[src/cfir_pkg.sv]
// shared types and constants for the complex fir with real taps
package cfir_pkg;

   localparam int DATA_W    = 16;
   localparam int PROD_W    = 2 * DATA_W;
   localparam int IDX_W     = 6;
   localparam int TAPCNT_W  = 7;
   localparam int FRAC_W    = 15;
   localparam int REQ_TDATA_W = 56;
   localparam int RSP_TDATA_W = 32;
   localparam int ROUND_BIAS = 16384;
   localparam int OUT_MAX    = 32767;
   localparam int OUT_MIN    = -32768;
   localparam logic [TAPCNT_W-1:0] TAPCNT_RESET = 7'd64;

   localparam logic KIND_COEF   = 1'b0;
   localparam logic KIND_SAMPLE = 1'b1;

   typedef struct packed {
      logic signed [DATA_W-1:0] im;
      logic signed [DATA_W-1:0] re;
   } cfir_sample_type;

   typedef struct packed {
      logic shift;
      logic coef_we;
      logic tap_en;
   } cfir_cell_ctrl_type;

endpackage

[src/cfir_out.sv]
// result stage: rounding, saturation and the output register
module cfir_out import cfir_pkg::*; #(
   parameter int ACC_W = 38
) (
   input  logic                    clock,
   input  logic                    reset,
   input  logic                    load,
   input  logic signed [ACC_W-1:0] acc_re,
   input  logic signed [ACC_W-1:0] acc_im,
   input  logic                    last,
   output logic                    free,
   output logic                    rsp_tvalid,
   input  logic                    rsp_tready,
   output logic [RSP_TDATA_W-1:0]  rsp_tdata,
   output logic                    rsp_tlast
);

   localparam logic signed [ACC_W:0] Q_MAX = (ACC_W+1)'(OUT_MAX);
   localparam logic signed [ACC_W:0] Q_MIN = (ACC_W+1)'(OUT_MIN);
   localparam logic signed [ACC_W:0] BIAS  = (ACC_W+1)'(ROUND_BIAS);

   logic                     valid_ff, valid_in;
   logic signed [DATA_W-1:0] re_ff, re_in;
   logic signed [DATA_W-1:0] im_ff, im_in;
   logic                     last_ff, last_in;

   function automatic logic signed [DATA_W-1:0] round_sat(
      input logic signed [ACC_W-1:0] acc
   );
      logic signed [ACC_W:0] biased;
      logic signed [ACC_W:0] q;
      biased = {acc[ACC_W-1], acc} + BIAS;
      q      = biased >>> FRAC_W;
      if (q > Q_MAX) begin
         return DATA_W'(OUT_MAX);
      end else if (q < Q_MIN) begin
         return DATA_W'(OUT_MIN);
      end else begin
         return q[DATA_W-1:0];
      end
   endfunction

   assign free = !valid_ff || rsp_tready;

   always_comb begin
      valid_in = valid_ff;
      re_in    = re_ff;
      im_in    = im_ff;
      last_in  = last_ff;
      if (valid_ff && rsp_tready) begin
         valid_in = 1'b0;
      end
      if (load) begin
         valid_in = 1'b1;
         re_in    = round_sat(acc_re);
         im_in    = round_sat(acc_im);
         last_in  = last;
      end
   end

   always_ff @(posedge clock) begin
      if (reset) begin
         valid_ff <= 1'b0;
      end else begin
         valid_ff <= valid_in;
      end
   end

   always_ff @(posedge clock) begin
      re_ff   <= re_in;
      im_ff   <= im_in;
      last_ff <= last_in;
   end

   assign rsp_tvalid = valid_ff;
   assign rsp_tdata  = {im_ff, re_ff};
   assign rsp_tlast  = last_ff;

endmodule

[config.mk]
export PLATFORM = sky130hd
export DESIGN_NAME = cfir_out
export DESIGN_NICKNAME = d
export VERILOG_FILES = /design/src/cfir_pkg.sv /design/src/cfir_out.sv
export SDC_FILE = /design/constraint.sdc
export NUM_CORES = 1
export LEC_CHECK = 0
export BUFFER_PORTS_ARGS = -buffer_cell sky130_fd_sc_hd__buf_2
export CAP_MARGIN = 20
export CORE_MARGIN = 8
export CORE_UTILIZATION = 50
export CTS_CLUSTER_SIZE = 16
export DETAILED_ROUTE_END_ITERATION = 7
export PLACE_DENSITY_LB_ADDON = 0.3
export SLEW_MARGIN = 40
export SYNTH_ARGS = -nofsm -noshare
export SYNTH_HDL_FRONTEND = slang
export SYNTH_SLANG_ARGS = --single-unit
[constraint.sdc]
create_clock -name clock -period 4.6 [get_ports clock]
set_input_delay 0.46 -clock clock [delete_from_list [all_inputs] [get_ports clock]]
set_output_delay 0.46 -clock clock [all_outputs]
set_load 0.03 [all_outputs]
; ---- Word level (Yosys, flattened, before mapping)
; Cells that the tools add are included.
[op_classes]
addsub = 2
n_mul = 0
div = 0
n_lt_le_gt_ge = 4
eq_ne = 0
n_shift = 0
muxes = 4
n_bitwise = 0
reduce_logical = 4
[ops]
columns = operator, n
row1 = $add A38 B16 Y39 const B, 2
row2 = $gt A24 B16 Y1 const B, 2
row3 = $lt A24 B16 Y1 const B, 2
row4 = $mux W16, 2
row5 = $mux W1, 2
row6 = $reduce_bool A2 Y1, 1
row7 = $logic_and A1 B1 Y1, 1
row8 = $logic_not A1 Y1, 1
row9 = $logic_or A1 B1 Y1, 1
[totals]
ff_bits = 34
latch_bits = 0
ram_bits = 0
mem_bits_ro = 0
output_inout_bits = 35
wordCells = 18
memories = 0

; ---- Depth between registers and ports, before layout
[depth]
word_depth = 3
mapped_depth = 9

; ---- Least setup slack after synthesis
; OpenSTA, ideal clock, no wires.
[synth_path]
path_type = input -> register
start = input port acc_im[14]
end = register im_ff[5], data pin
setup_ns = 0.267
t_arrival_ns = 2.021
t_required_ns = 4.333
setup_slack_ns = 2.312
path_stages = 9
path_cell_list = ha_1 > nand2_1 > nor3_2 > nand2_1 > nor4_1 > o22ai_1 > a21oi_2 > buf_2 > o21ai_0
[synth_between]
elab_chain_cells = 3
elab_cells_between_ends = 4
[synth_lines]
columns = item, line
row1 = start: declaration, cfir_out.sv:9  ; input logic signed [ACC_W-1:0] acc_im,
row2 = $add A38 B16 Y39 (*), cfir_out.sv:32  ; biased = {acc[ACC_W-1], acc} + BIAS;
row3 = $lt A24 B16 Y1, cfir_out.sv:36  ; end else if (q < Q_MIN) begin
row4 = $mux W16, cfir_out.sv:36
row5 = end signal: assignment, cfir_out.sv:71  ; im_ff <= im_in;
row6 = end: declaration, cfir_out.sv:24  ; logic signed [DATA_W-1:0] im_ff, im_in;
; Every way passes the cells marked *; elsewhere a longest branch is shown, timed or not.
; A chain may end at the register's enable or synchronous reset.

; ---- Worst setup path after layout
; Same ends and word-level chain as after synthesis.

==> flow_metrics.tcl <==
set metrics [dict create \
    status "finished clean" \
    power.density_mw_per_mm2 285 \
    synth-main-ff-cell "edfxtp_1" \
    fin_skew_ps 0 \
    avgRoutedWirePerCell_um 14.3 \
    ant_nets 0 \
    reg2regPathDepth 2 \
    fin_nets 403 \
    utilization 0.654 \
    p_sw_mw 0.238 \
    io_pins 116 \
    grt_usage 0.150 \
    cts_setup_buffers 0 \
    drv_cap 0 \
    grt_pass1_vias 1915 \
    tightest_slew_ps 728 \
    top_usage_layer "met2" \
    diodes 0 \
    drt_wl_total_um 5330 \
    syn_area_mm2 0.00231 \
    worst_skew_pair.late_latency_ps 280 \
    die_h_um 84.0 \
    drive_above_1_share 0.355 \
    setup_tns_ps 0 \
    max_slew_margin 0.514 \
    yosys_warnings 0 \
    syn_nets 315 \
    cts_buffers 5 \
    drtIter0Drc 81 \
    leakagePower_nw 1.11 \
    gr-usage-met3 0.0371 \
    place_ws_ps 1700 \
    hpwl_um 4270 \
    drc 0 \
    min_from "reset" \
    switching_share 0.290 \
    rr_endpoint "rsp_tvalid$_SDFFE_PP0P_" \
    arrival_ps 2530 \
    numPortBuffers 87 \
    clock_sinks 34 \
    p_comb_frac 0.231 \
    crit_type "input pin to flop" \
    rsz0062_at_grt "no" \
    internal-power_mw 0.584 \
    ys_ff_latch 34 \
    setup_slack_ps 2060 \
    routed_via_density 5.39 \
    period_share 0.552 \
    share_seq_of_total_power 0.460 \
    cp-start-kind "input pin" \
    antenna_found_initial 0 \
    min_path_type "input pin to flop" \
    r2r_slack_ps 4020 \
    initial_core_util 0.524 \
    peakVddDrop_mv 0.130 \
    timing.rr.start "rsp_tvalid$_SDFFE_PP0P_" \
    use_met2 0.240 \
    coreArea_mm2 0.00441 \
    numPlacedInstances 365 \
    total_power_mw 0.822 \
    worstHoldPathCells 2 \
    cp_max_fo 15 \
    fmax_ghz 0.393 \
    grt_pass1_wl_um 8890 \
    die_width_um 84.0 \
    finalMaxSlewViolations 0 \
    hold_violations 0 \
    clockBufferDepth 2 \
    clk_pin_slew_ps 60 \
    cp.required_ps 4590 \
    finalCriticalPeriod_ps 2540 \
    syn_to_final_growth_pct 24.8 \
    grt_start_max_net_pins 35 \
    cts-resized-gates 0 \
    root_buffer "clkbuf_8" \
    vias 2009 \
    holdPathEnd "rsp_tvalid$_SDFFE_PP0P_" \
    ctsHtreeMaxLevel 2 \
    async_flop_share 0 \
    endpoint_kind "flop" \
    place_congestion 0.866 \
    yosysUniqueCellTypes 52 \
    finalSetupViolCount 0 \
    synth_enable_flop_cells 33 \
    hold_buffers 0 \
    synth_cells 232 \
    grt_use_met1 0.185 \
    final_cells 373 \
    dieArea_mm2 0.00706 \
    drtPass1Iterations 4 \
    seq_area_frac_synth 0.437 \
    grt-ovfl-total 0 \
    row_count 24 \
    cts_tree "done" \
    synth.avg_cell_area_um2 9.98 \
    clock_power_share 0.309 \
]
-- worst max-delay path: stages --
cell and delay (ps):
buf_2 100, ha_1 200, nand2_1 110, nor3_2 320, nand2_1 180, nor4_1 300, o22ai_1 140, a21oi_2 510
o21ai_0 210
-- layout make-up --
type	instances	area, µm²
clock buffers	8	110
fillers	375	1530
inverters	7	26.3
multi-input cells	185	1240
flip-flops and latches	34	1010
well taps	52	65.1
repair buffers	87	435
-- metal layers --
| layer | vias to the layer above | part of all wire |
|---|---|---|
| li1 | 1038 | - |
| met1 | 901 | 0.45 |
| met2 | 63 | 0.47 |
| met3 | 7 | 0.063 |
| met4 | 0 | 0.018 |
| met5 | - | 0 |
-- placed cells by master, fill, tap and decap left out, types with 4 or more instances in the layout --
cell,netlist,layout
nor2_1,16,16
clkbuf_8,0,8
inv_1,7,7
nor4_1,4,4
edfxtp_1,33,33
buf_2,3,87
xor2_1,18,18
nand4_1,5,5
xnor2_1,19,19
o21ai_0,11,11
and3_1,4,4
o21ai_1,18,18
nand3_1,17,17
nand2_1,21,21
-- cells by family after synthesis --
family                     after synthesis  synth area share
and+or+nand+nor                         93             0.235
xor gates and xnor gates                37             0.140
adders and majority gates                2            0.0108
muxes                                    2           0.00919
buffers and inverters                   13            0.0292
DFF                                     34             0.437
AOI/OAI and AO/OA                       51             0.139
-- state kept, by name, indices dropped and copies added (netlist names) --
name	flops
im_ff	16
re_ff	16
rsp_tlast	1
rsp_tvalid	1
-- metrics by stage --
stage               hold WS [ps]  area, µm²
finish                       326       2890
global route                 322       2890
CTS                          322       2890
detailed placement           478       2780
global placement             471       2770
floorplan                    529       2310
-- how the worst max path moves through the flow --
stage                from                      to  slack, ps  cells after the start
2_1_floorplan  acc_im[14]  im_ff[5]$_SDFFCE_PN1P_       2310                      9
3_3_place_gp   acc_re[14]  re_ff[4]$_SDFFCE_PN1P_       1580                      9
3_5_place_dp   acc_im[14]  im_ff[5]$_SDFFCE_PN1P_       1700                      9
4_1_cts        acc_im[14]  im_ff[5]$_SDFFCE_PN1P_       1990                      9
5_1_grt        acc_im[14]  im_ff[5]$_SDFFCE_PN1P_       1670                      9
6_report       acc_im[14]  im_ff[5]$_SDFFCE_PN1P_       2060                      9
-- power groups by stage --
stage	combinational [mW]	clock, mW	sequential [mW]
2_1_floorplan	0.0568	0	0.442
3_3_place_gp	0.189	0	0.384
3_5_place_dp	0.192	0	0.385
4_1_cts	0.192	0.260	0.378
5_1_grt	0.206	0.273	0.381
6_report	0.190	0.254	0.378
-- synth_stat cells, types with 2 or more instances --
master / number / share of area
edfxtp_1: 33 / 0.43
nand2_1: 21 / 0.034
xnor2_1: 19 / 0.072
o21ai_1: 18 / 0.039
xor2_1: 18 / 0.068
nand3_1: 17 / 0.037
nor2_1: 16 / 0.026
o21ai_0: 11 / 0.024
inv_1: 7 / 0.011
nand4_1: 5 / 0.014
and3_1: 4 / 0.011
nor4_1: 4 / 0.011
a21oi_1: 3 / 0.0065
buf_2: 3 / 0.0065
nand2b_1: 3 / 0.0081
nand3_2: 3 / 0.013
nor3_1: 3 / 0.0065
a211oi_1: 2 / 0.0065
a21boi_1: 2 / 0.0065
buf_6: 2 / 0.0097
ha_1: 2 / 0.011
nor3_2: 2 / 0.0086
o21ai_2: 2 / 0.0076
o22ai_1: 2 / 0.0054
o31ai_1: 2 / 0.0065
or3_1: 2 / 0.0054
(Power assumes the default switching activity.)
