### src/cfir_pkg.sv
// shared types and constants for the complex fir with real taps
package cfir_pkg;

   localparam int DATA_W    = 16;
   localparam int PROD_W    = 2 * DATA_W;
   localparam int IDX_W     = 6;
   localparam int TAPCNT_W  = 7;
   localparam int FRAC_W    = 15;
   localparam int REQ_TDATA_W = 56;
   localparam int RSP_TDATA_W = 32;
   localparam int ROUND_BIAS = 16384;
   localparam int OUT_MAX    = 32767;
   localparam int OUT_MIN    = -32768;
   localparam logic [TAPCNT_W-1:0] TAPCNT_RESET = 7'd64;

   localparam logic KIND_COEF   = 1'b0;
   localparam logic KIND_SAMPLE = 1'b1;

   typedef struct packed {
      logic signed [DATA_W-1:0] im;
      logic signed [DATA_W-1:0] re;
   } cfir_sample_type;

   typedef struct packed {
      logic shift;
      logic coef_we;
      logic tap_en;
   } cfir_cell_ctrl_type;

endpackage

### src/cfir_cell.sv
// one tap cell: delay entry, coefficient, product and partial sum
module cfir_cell import cfir_pkg::*; #(
   parameter int ACC_W = 38
) (
   input  logic                     clock,
   input  logic                     reset,
   input  cfir_cell_ctrl_type       ctrl,
   input  cfir_sample_type          sample_in,
   input  logic signed [DATA_W-1:0] coef_value,
   input  logic signed [ACC_W-1:0]  sum_re_prev,
   input  logic signed [ACC_W-1:0]  sum_im_prev,
   output cfir_sample_type          sample_out,
   output logic signed [ACC_W-1:0]  sum_re_out,
   output logic signed [ACC_W-1:0]  sum_im_out
);

   cfir_sample_type          smp_ff, smp_in;
   logic signed [DATA_W-1:0] coef_ff, coef_in;
   logic signed [PROD_W-1:0] prod_re_ff, prod_re_in;
   logic signed [PROD_W-1:0] prod_im_ff, prod_im_in;
   logic signed [ACC_W-1:0]  sum_re_ff, sum_re_in;
   logic signed [ACC_W-1:0]  sum_im_ff, sum_im_in;
   logic signed [ACC_W-1:0]  add_re, add_im;

   always_comb begin
      smp_in     = ctrl.shift   ? sample_in  : smp_ff;
      coef_in    = ctrl.coef_we ? coef_value : coef_ff;
      prod_re_in = smp_ff.re * coef_ff;
      prod_im_in = smp_ff.im * coef_ff;
      add_re     = {{(ACC_W-PROD_W){prod_re_ff[PROD_W-1]}}, prod_re_ff};
      add_im     = {{(ACC_W-PROD_W){prod_im_ff[PROD_W-1]}}, prod_im_ff};
      sum_re_in  = ctrl.tap_en ? sum_re_prev + add_re : sum_re_prev;
      sum_im_in  = ctrl.tap_en ? sum_im_prev + add_im : sum_im_prev;
   end

   always_ff @(posedge clock) begin
      if (reset) begin
         smp_ff  <= '0;
         coef_ff <= '0;
      end else begin
         smp_ff  <= smp_in;
         coef_ff <= coef_in;
      end
   end

   always_ff @(posedge clock) begin
      prod_re_ff <= prod_re_in;
      prod_im_ff <= prod_im_in;
      sum_re_ff  <= sum_re_in;
      sum_im_ff  <= sum_im_in;
   end

   assign sample_out = smp_ff;
   assign sum_re_out = sum_re_ff;
   assign sum_im_out = sum_im_ff;

endmodule

### config.mk
export PLATFORM = sky130hd
export DESIGN_NAME = cfir_cell
export DESIGN_NICKNAME = d
export VERILOG_FILES = /design/src/cfir_pkg.sv /design/src/cfir_cell.sv
export SDC_FILE = /design/constraint.sdc
export NUM_CORES = 2
export LEC_CHECK = 0
export ABC_AREA = 1
export BUFFER_PORTS_ARGS = -buffer_cell sky130_fd_sc_hd__buf_2
export CAP_MARGIN = 30
export CORE_UTILIZATION = 35
export CTS_CLUSTER_SIZE = 24
export DETAILED_ROUTE_END_ITERATION = 7
export PLACE_DENSITY = 0.58
export REMOVE_ABC_BUFFERS = 1
export SLEW_MARGIN = 20
export SYNTH_ARGS = -nofsm -noshare
export SYNTH_HDL_FRONTEND = slang
export SYNTH_SLANG_ARGS = --single-unit
### constraint.sdc
create_clock -name clock -period 6.74 [get_ports clock]
set_input_delay 2.022 -clock clock [delete_from_list [all_inputs] [get_ports clock]]
set_output_delay 2.022 -clock clock [all_outputs]
set_load 0.01 [all_outputs]
### Word level (Yosys, flattened, before mapping)

Cells that the tools add are included.

* register bits: 188
* output and inout port bits: 108
* word-level logic and storage cells: 13

* add/sub/neg operators: 2
* multiply operators: 2
* muxes and demuxes: 2

Operator list (count)
* 38-bit by 32-bit adder with 38-bit output: 2
* 38-bit 2-to-1 mux: 2
* 16-bit by 16-bit multiplier with 32-bit output: 2

### Depth between registers and ports, before layout

* word-level depth: 2
* depth in mapped cells: 25
* depth with buffers taken out: 23

### Worst setup path after synthesis

Ideal clock, no wire load.

* path type: register -> register
* from: register smp_ff, in the netlist sample_out[15]
* to: register prod_re_ff[28]
* library setup time: 0.112 ns
* arrival time: 5.583 ns
* required time: 6.628 ns
* path slack: 1.045 ns
* cell stages (with the launch flop): 22
* buffers on the path: 2
* clock period less this slack: 5.695 ns
* cells stage by stage: dfxtp_1 -> clkbuf_1 -> clkbuf_1 -> nand2_1 -> inv_1 -> fa_1 -> fa_1 -> inv_1 -> fa_1 -> fa_1 -> fa_1 -> fa_1 -> inv_1 -> ha_1 -> nand2_1 -> nor2_1 -> nand2_1 -> inv_1 -> nand3_1 -> or2_1 -> nand3_1 -> nand2_1

* word-level cells in the longest chain between the ends: 1

RTL lines
* from (decl): RTL line cfir_cell.sv:17 `cfir_sample_type smp_ff, smp_in;`
* from (signal assigned): RTL line cfir_cell.sv:41 `smp_ff <= smp_in;`
* 16-bit by 16-bit multiplier with 32-bit output: RTL line cfir_cell.sv:28 `prod_re_in = smp_ff.re * coef_ff;`
* net prod_re_in[28]: RTL line cfir_cell.sv:19 `logic signed [PROD_W-1:0] prod_re_ff, prod_re_in;`
* to (signal assigned): RTL line cfir_cell.sv:47 `prod_re_ff <= prod_re_in;`
* to (decl): RTL line cfir_cell.sv:19

The timed path passes the listed nets, and every way through them passes these cells.
A chain may end at the register's enable or synchronous reset.

### Worst setup path after layout

* from: register coef_ff[4]
* to: register prod_re_ff[30]

* word-level cells in the longest chain between the ends: 1

RTL lines
* from (decl): RTL line cfir_cell.sv:18 `logic signed [DATA_W-1:0] coef_ff, coef_in;`
* from (signal assigned): RTL line cfir_cell.sv:42 `coef_ff <= coef_in;`
* 16-bit by 16-bit multiplier with 32-bit output: RTL line cfir_cell.sv:28
* net prod_re_in[30]: RTL line cfir_cell.sv:19

The timed path passes the listed nets, and every way through them passes these cells.

==> metrics.csv <==
stage,metric,value,unit
cells_and_area,multi_input_area,23400,sq um
floorplan,core,90300,sq um
synth,syn-cell-area,32000,sq um
sta,finalMaxSlewViolations,0,
pwr,fin_total_pwr,0.00681,W
worst_setup_path,slowest_delay,0.74,ns
worst_setup_path,worstSetupStartpointType,register,
synth,syn_area_per_cell,7.18,sq um
clocking,cts_made_buffers,17,
sta,fin_tns_setup,0,ns
pwr,switching_share,49.9,%
global_routing,grt_pass1_wl,150,mm
placed_design,placed_area,34500,sq um
clocking,clk_pin_slew,0.09,ns
cells_and_area,drive_gt1_share,8.28,%
detailed_routing,vias,27091,
global_routing,grt.total_usage,20.4,%
clocking,clk_latency,0.52,ns
detailed_routing,drt_iter0_drc,1885,
pwr,p_sw,0.00340,W
synth,synth_edf_count,0,
sta,post-route-period-util,94.1,%
cells_and_area,finalInstanceArea,35200,sq um
synth,synth_top_area_share,32.9,%
pwr,clockPowerShare,17.1,%
cells_and_area,num-fill-cells,9543,
detailed_routing,drt-total-wl,91.9,mm
detailed_routing,postRouteAntennaNets,0,
global_routing,grt_max_degree,53,
placed_design,port_buffers,236,
pwr,powerDensity,194,nW/um^2
synth,synth.most_common_cell,nand2_1,
clocking,ctsHoldBuffers,0,
sta,tightest_slew,0.980,ns
worst_setup_path,worstPathCellList,"nand2_1, fa_1, inv_1, fa_1, fa_1, fa_1, fa_1, inv_1, fa_1, inv_1, ha_1, nand2_1, nor2_1, inv_1, nor4_1, nand4_1, nand3_1, nand2_1",
worst_setup_path,cpMaxStageDelayCell,dfxtp_1,
floorplan,row_count,110,
placed_design,dpl.hpwl,78.4,mm
clocking,cts_num_sinks,188,
sta,fin_skew,0.0169,ns
synth,ys.flop_type,dfxtp_1,
status,status,"complete, no violations",
global_routing,grt-ovfl-total,0,
detailed_routing,drt-pass1-iter-count,5,
cells_and_area,seq_area,3760,sq um
flow_run,drv_cap,0,
synth,ys_top_cells_by_area,"fa_1 (33%), nand2_1 (16%), inv_1 (13%), dfxtp_1 (12%), ha_1 (9.3%)",
pwr,power_frac_seq,24.0,%
cells_and_area,antenna_cells,0,
global_routing,grt_pass1_vias,27501,
synth,synth-async-reset-ratio,0,%
clocking,postCtsSetupBuffers,0,
sta,relSlewSlack,34.6,%
hold_path,hold_class,register to register,
global_routing,antenna_found_initial,1,
worst_setup_path,arrival,6.75,ns
pwr,comb_power_share,58.9,%
worst_setup_path,path_common_cell,fa_1,
sta,max_freq,0.158,GHz
clocking,cts_root_buffer,clkbuf_16,
synth,yosys_warnings,0,
clocking,cts_resized,0,
synth,ys_ff_latch,188,
floorplan,ioPinCount,237,
worst_setup_path,worstPathRequired,7.15,ns
cells_and_area,area_delta_synth_final,9.83,%
detailed_routing,viasPerCell,4.67,
pwr,peakVddDrop,177,uV
pwr,cellInternalPower,0.00341,W
sta,layout_min_cycle_time,6.34,ns
clocking,cts_tree,done,
synth,ys_top_cells_by_count,"nand2_1 (1348), inv_1 (1124), fa_1 (526), ha_1 (238), nor2_1 (209)",
sta,setup_viol,0,
cells_and_area,nets,5508,
worst_setup_path,critical_path_class,register to register,
synth,synth_cell_types,44,
floorplan,die_height,305,um
synth,syn_inst,4463,
worst_setup_path,cp-end-kind,register,
clocking,cts_htree_levels,4,
sta,finalHoldViolations,0,
floorplan,fp.dieW,305,um
floorplan,dieArea,92700,sq um
worst_setup_path,cp_max_fo,12,
sta,grt_setup_unrepaired,no,
floorplan,start_util,35.5,%
pwr,leakage,20.7,nW
detailed_routing,wire_per_inst,15.8,um
placed_design,gp_congestion,0.979,
clocking,clockBufferDepth,2,
synth,synth-seq-area-share,11.8,%
synth,synth_area_leader_cell,fa_1,
detailed_routing,drc,0,
[worst max-delay path: cells and delay by family, from the launching register on]
kind | cells | cell delay [ns]
adders and majority gates | 7 | 3.68
and+or+nand+nor | 7 | 1.58
DFF | 1 | 0.74
buffers and inverters | 4 | 0.25
[per-stage QoR]
| step | util [%] | std cells | setup slack (ns) | hold WS, ns |
|---|---|---|---|---|
| 6_report | 39.0 | 5804 | 0.398 | 0.464 |
| 5_1_grt | 39.0 | 5804 | 0.189 | 0.488 |
| 4_1_cts | 38.9 | 5802 | 0.367 | 0.465 |
| 3_5_place_dp | 38.2 | 5770 | 0.419 | 0.454 |
| 3_3_place_gp | 38.2 | 5768 | 0.432 | 0.450 |
| 2_1_floorplan | - | 4303 | 1.06 | 0.513 |
[logic make-up after synthesis]
| family | after synthesis | synth area share, % |
|---|---|---|
| AND/OR/NAND/NOR | 1806 | 22.8 |
| buffers and inverters | 1289 | 15.1 |
| adder cells (fa/ha/maj) | 764 | 42.2 |
| AO/OA/AOI/OAI | 322 | 5.52 |
| flip-flops | 188 | 11.8 |
| XOR/XNOR | 94 | 2.57 |
[state kept, by name, summed over array words and instances (netlist names)]
register    count
sum_im_out     38
sum_re_out     38
coef_ff        16
prod_re_ff     32
prod_im_ff     32
sample_out     32
[power by group through the flow]
stage	Combinational (W)	Clock, W	Sequential (W)
6_report	0.00401	0.00117	0.00164
5_1_grt	0.00456	0.00125	0.00166
4_1_cts	0.00400	0.00121	0.00164
3_5_place_dp	0.00398	0	0.00166
3_3_place_gp	0.00393	0	0.00167
2_1_floorplan	0.00267	0	0.00166
[per-layer routing]
| layer | up-vias | share of wire [%] | track usage [%] |
|---|---|---|---|
| li1 | 13318 | - | - |
| met1 | 12930 | 49 | 29.7 |
| met2 | 749 | 44 | 31.4 |
| met3 | 94 | 5.7 | 3.02 |
| met4 | 0 | 2.0 | 5.34 |
| met5 | - | 0 | 0 |
[area by class of cell]
class                           count  area share (%)
Multi-Input combinational cell   2986            66.6
Sequential cell                   188            10.7
Inverter                         1129            12.1
Timing Repair Buffer              293            4.66
Clock inverter                     15           0.637
Tap cell                         1176            4.18
Clock buffer                       17            1.21
[final timing paths]
check	start	endpoint	slack, ns	depth (start not counted)
setup / recovery	coef_ff[4]	prod_re_ff[30]	0.40	18
hold / removal	coef_ff[13]	coef_ff[13]	0.46	2
setup reg to reg	coef_ff[4]	prod_re_ff[30]	0.40	18
hold reg to reg	coef_ff[13]	coef_ff[13]	0.46	2
[cells in the final DEF, fill, tap and decap left out, types with 3 or more instances in the layout]
cell | netlist | layout
nand2_2 | 8 | 8
nand3_1 | 134 | 134
o211ai_1 | 5 | 5
inv_8 | 0 | 3
nand3b_1 | 12 | 12
o21ai_1 | 13 | 13
xor2_1 | 47 | 47
clkinv_8 | 0 | 5
a21o_1 | 5 | 5
nand4_1 | 25 | 25
or2_2 | 8 | 8
nand3_2 | 11 | 11
nor3_1 | 18 | 18
buf_4 | 1 | 53
nor2_2 | 7 | 7
inv_2 | 4 | 4
inv_1 | 1124 | 1123
fa_1 | 526 | 526
a21oi_1 | 186 | 186
or2_1 | 11 | 11
o21ai_0 | 69 | 69
o21bai_1 | 23 | 23
buf_8 | 0 | 4
nand2_1 | 1348 | 1348
nor3_2 | 6 | 6
ha_1 | 238 | 238
dfxtp_1 | 188 | 188
xnor2_1 | 47 | 47
clkbuf_16 | 0 | 17
a31oi_1 | 7 | 7
buf_2 | 6 | 236
nor2_1 | 209 | 209
o21ai_2 | 4 | 4
No activity file was read; power rests on OpenSTA's default activity.
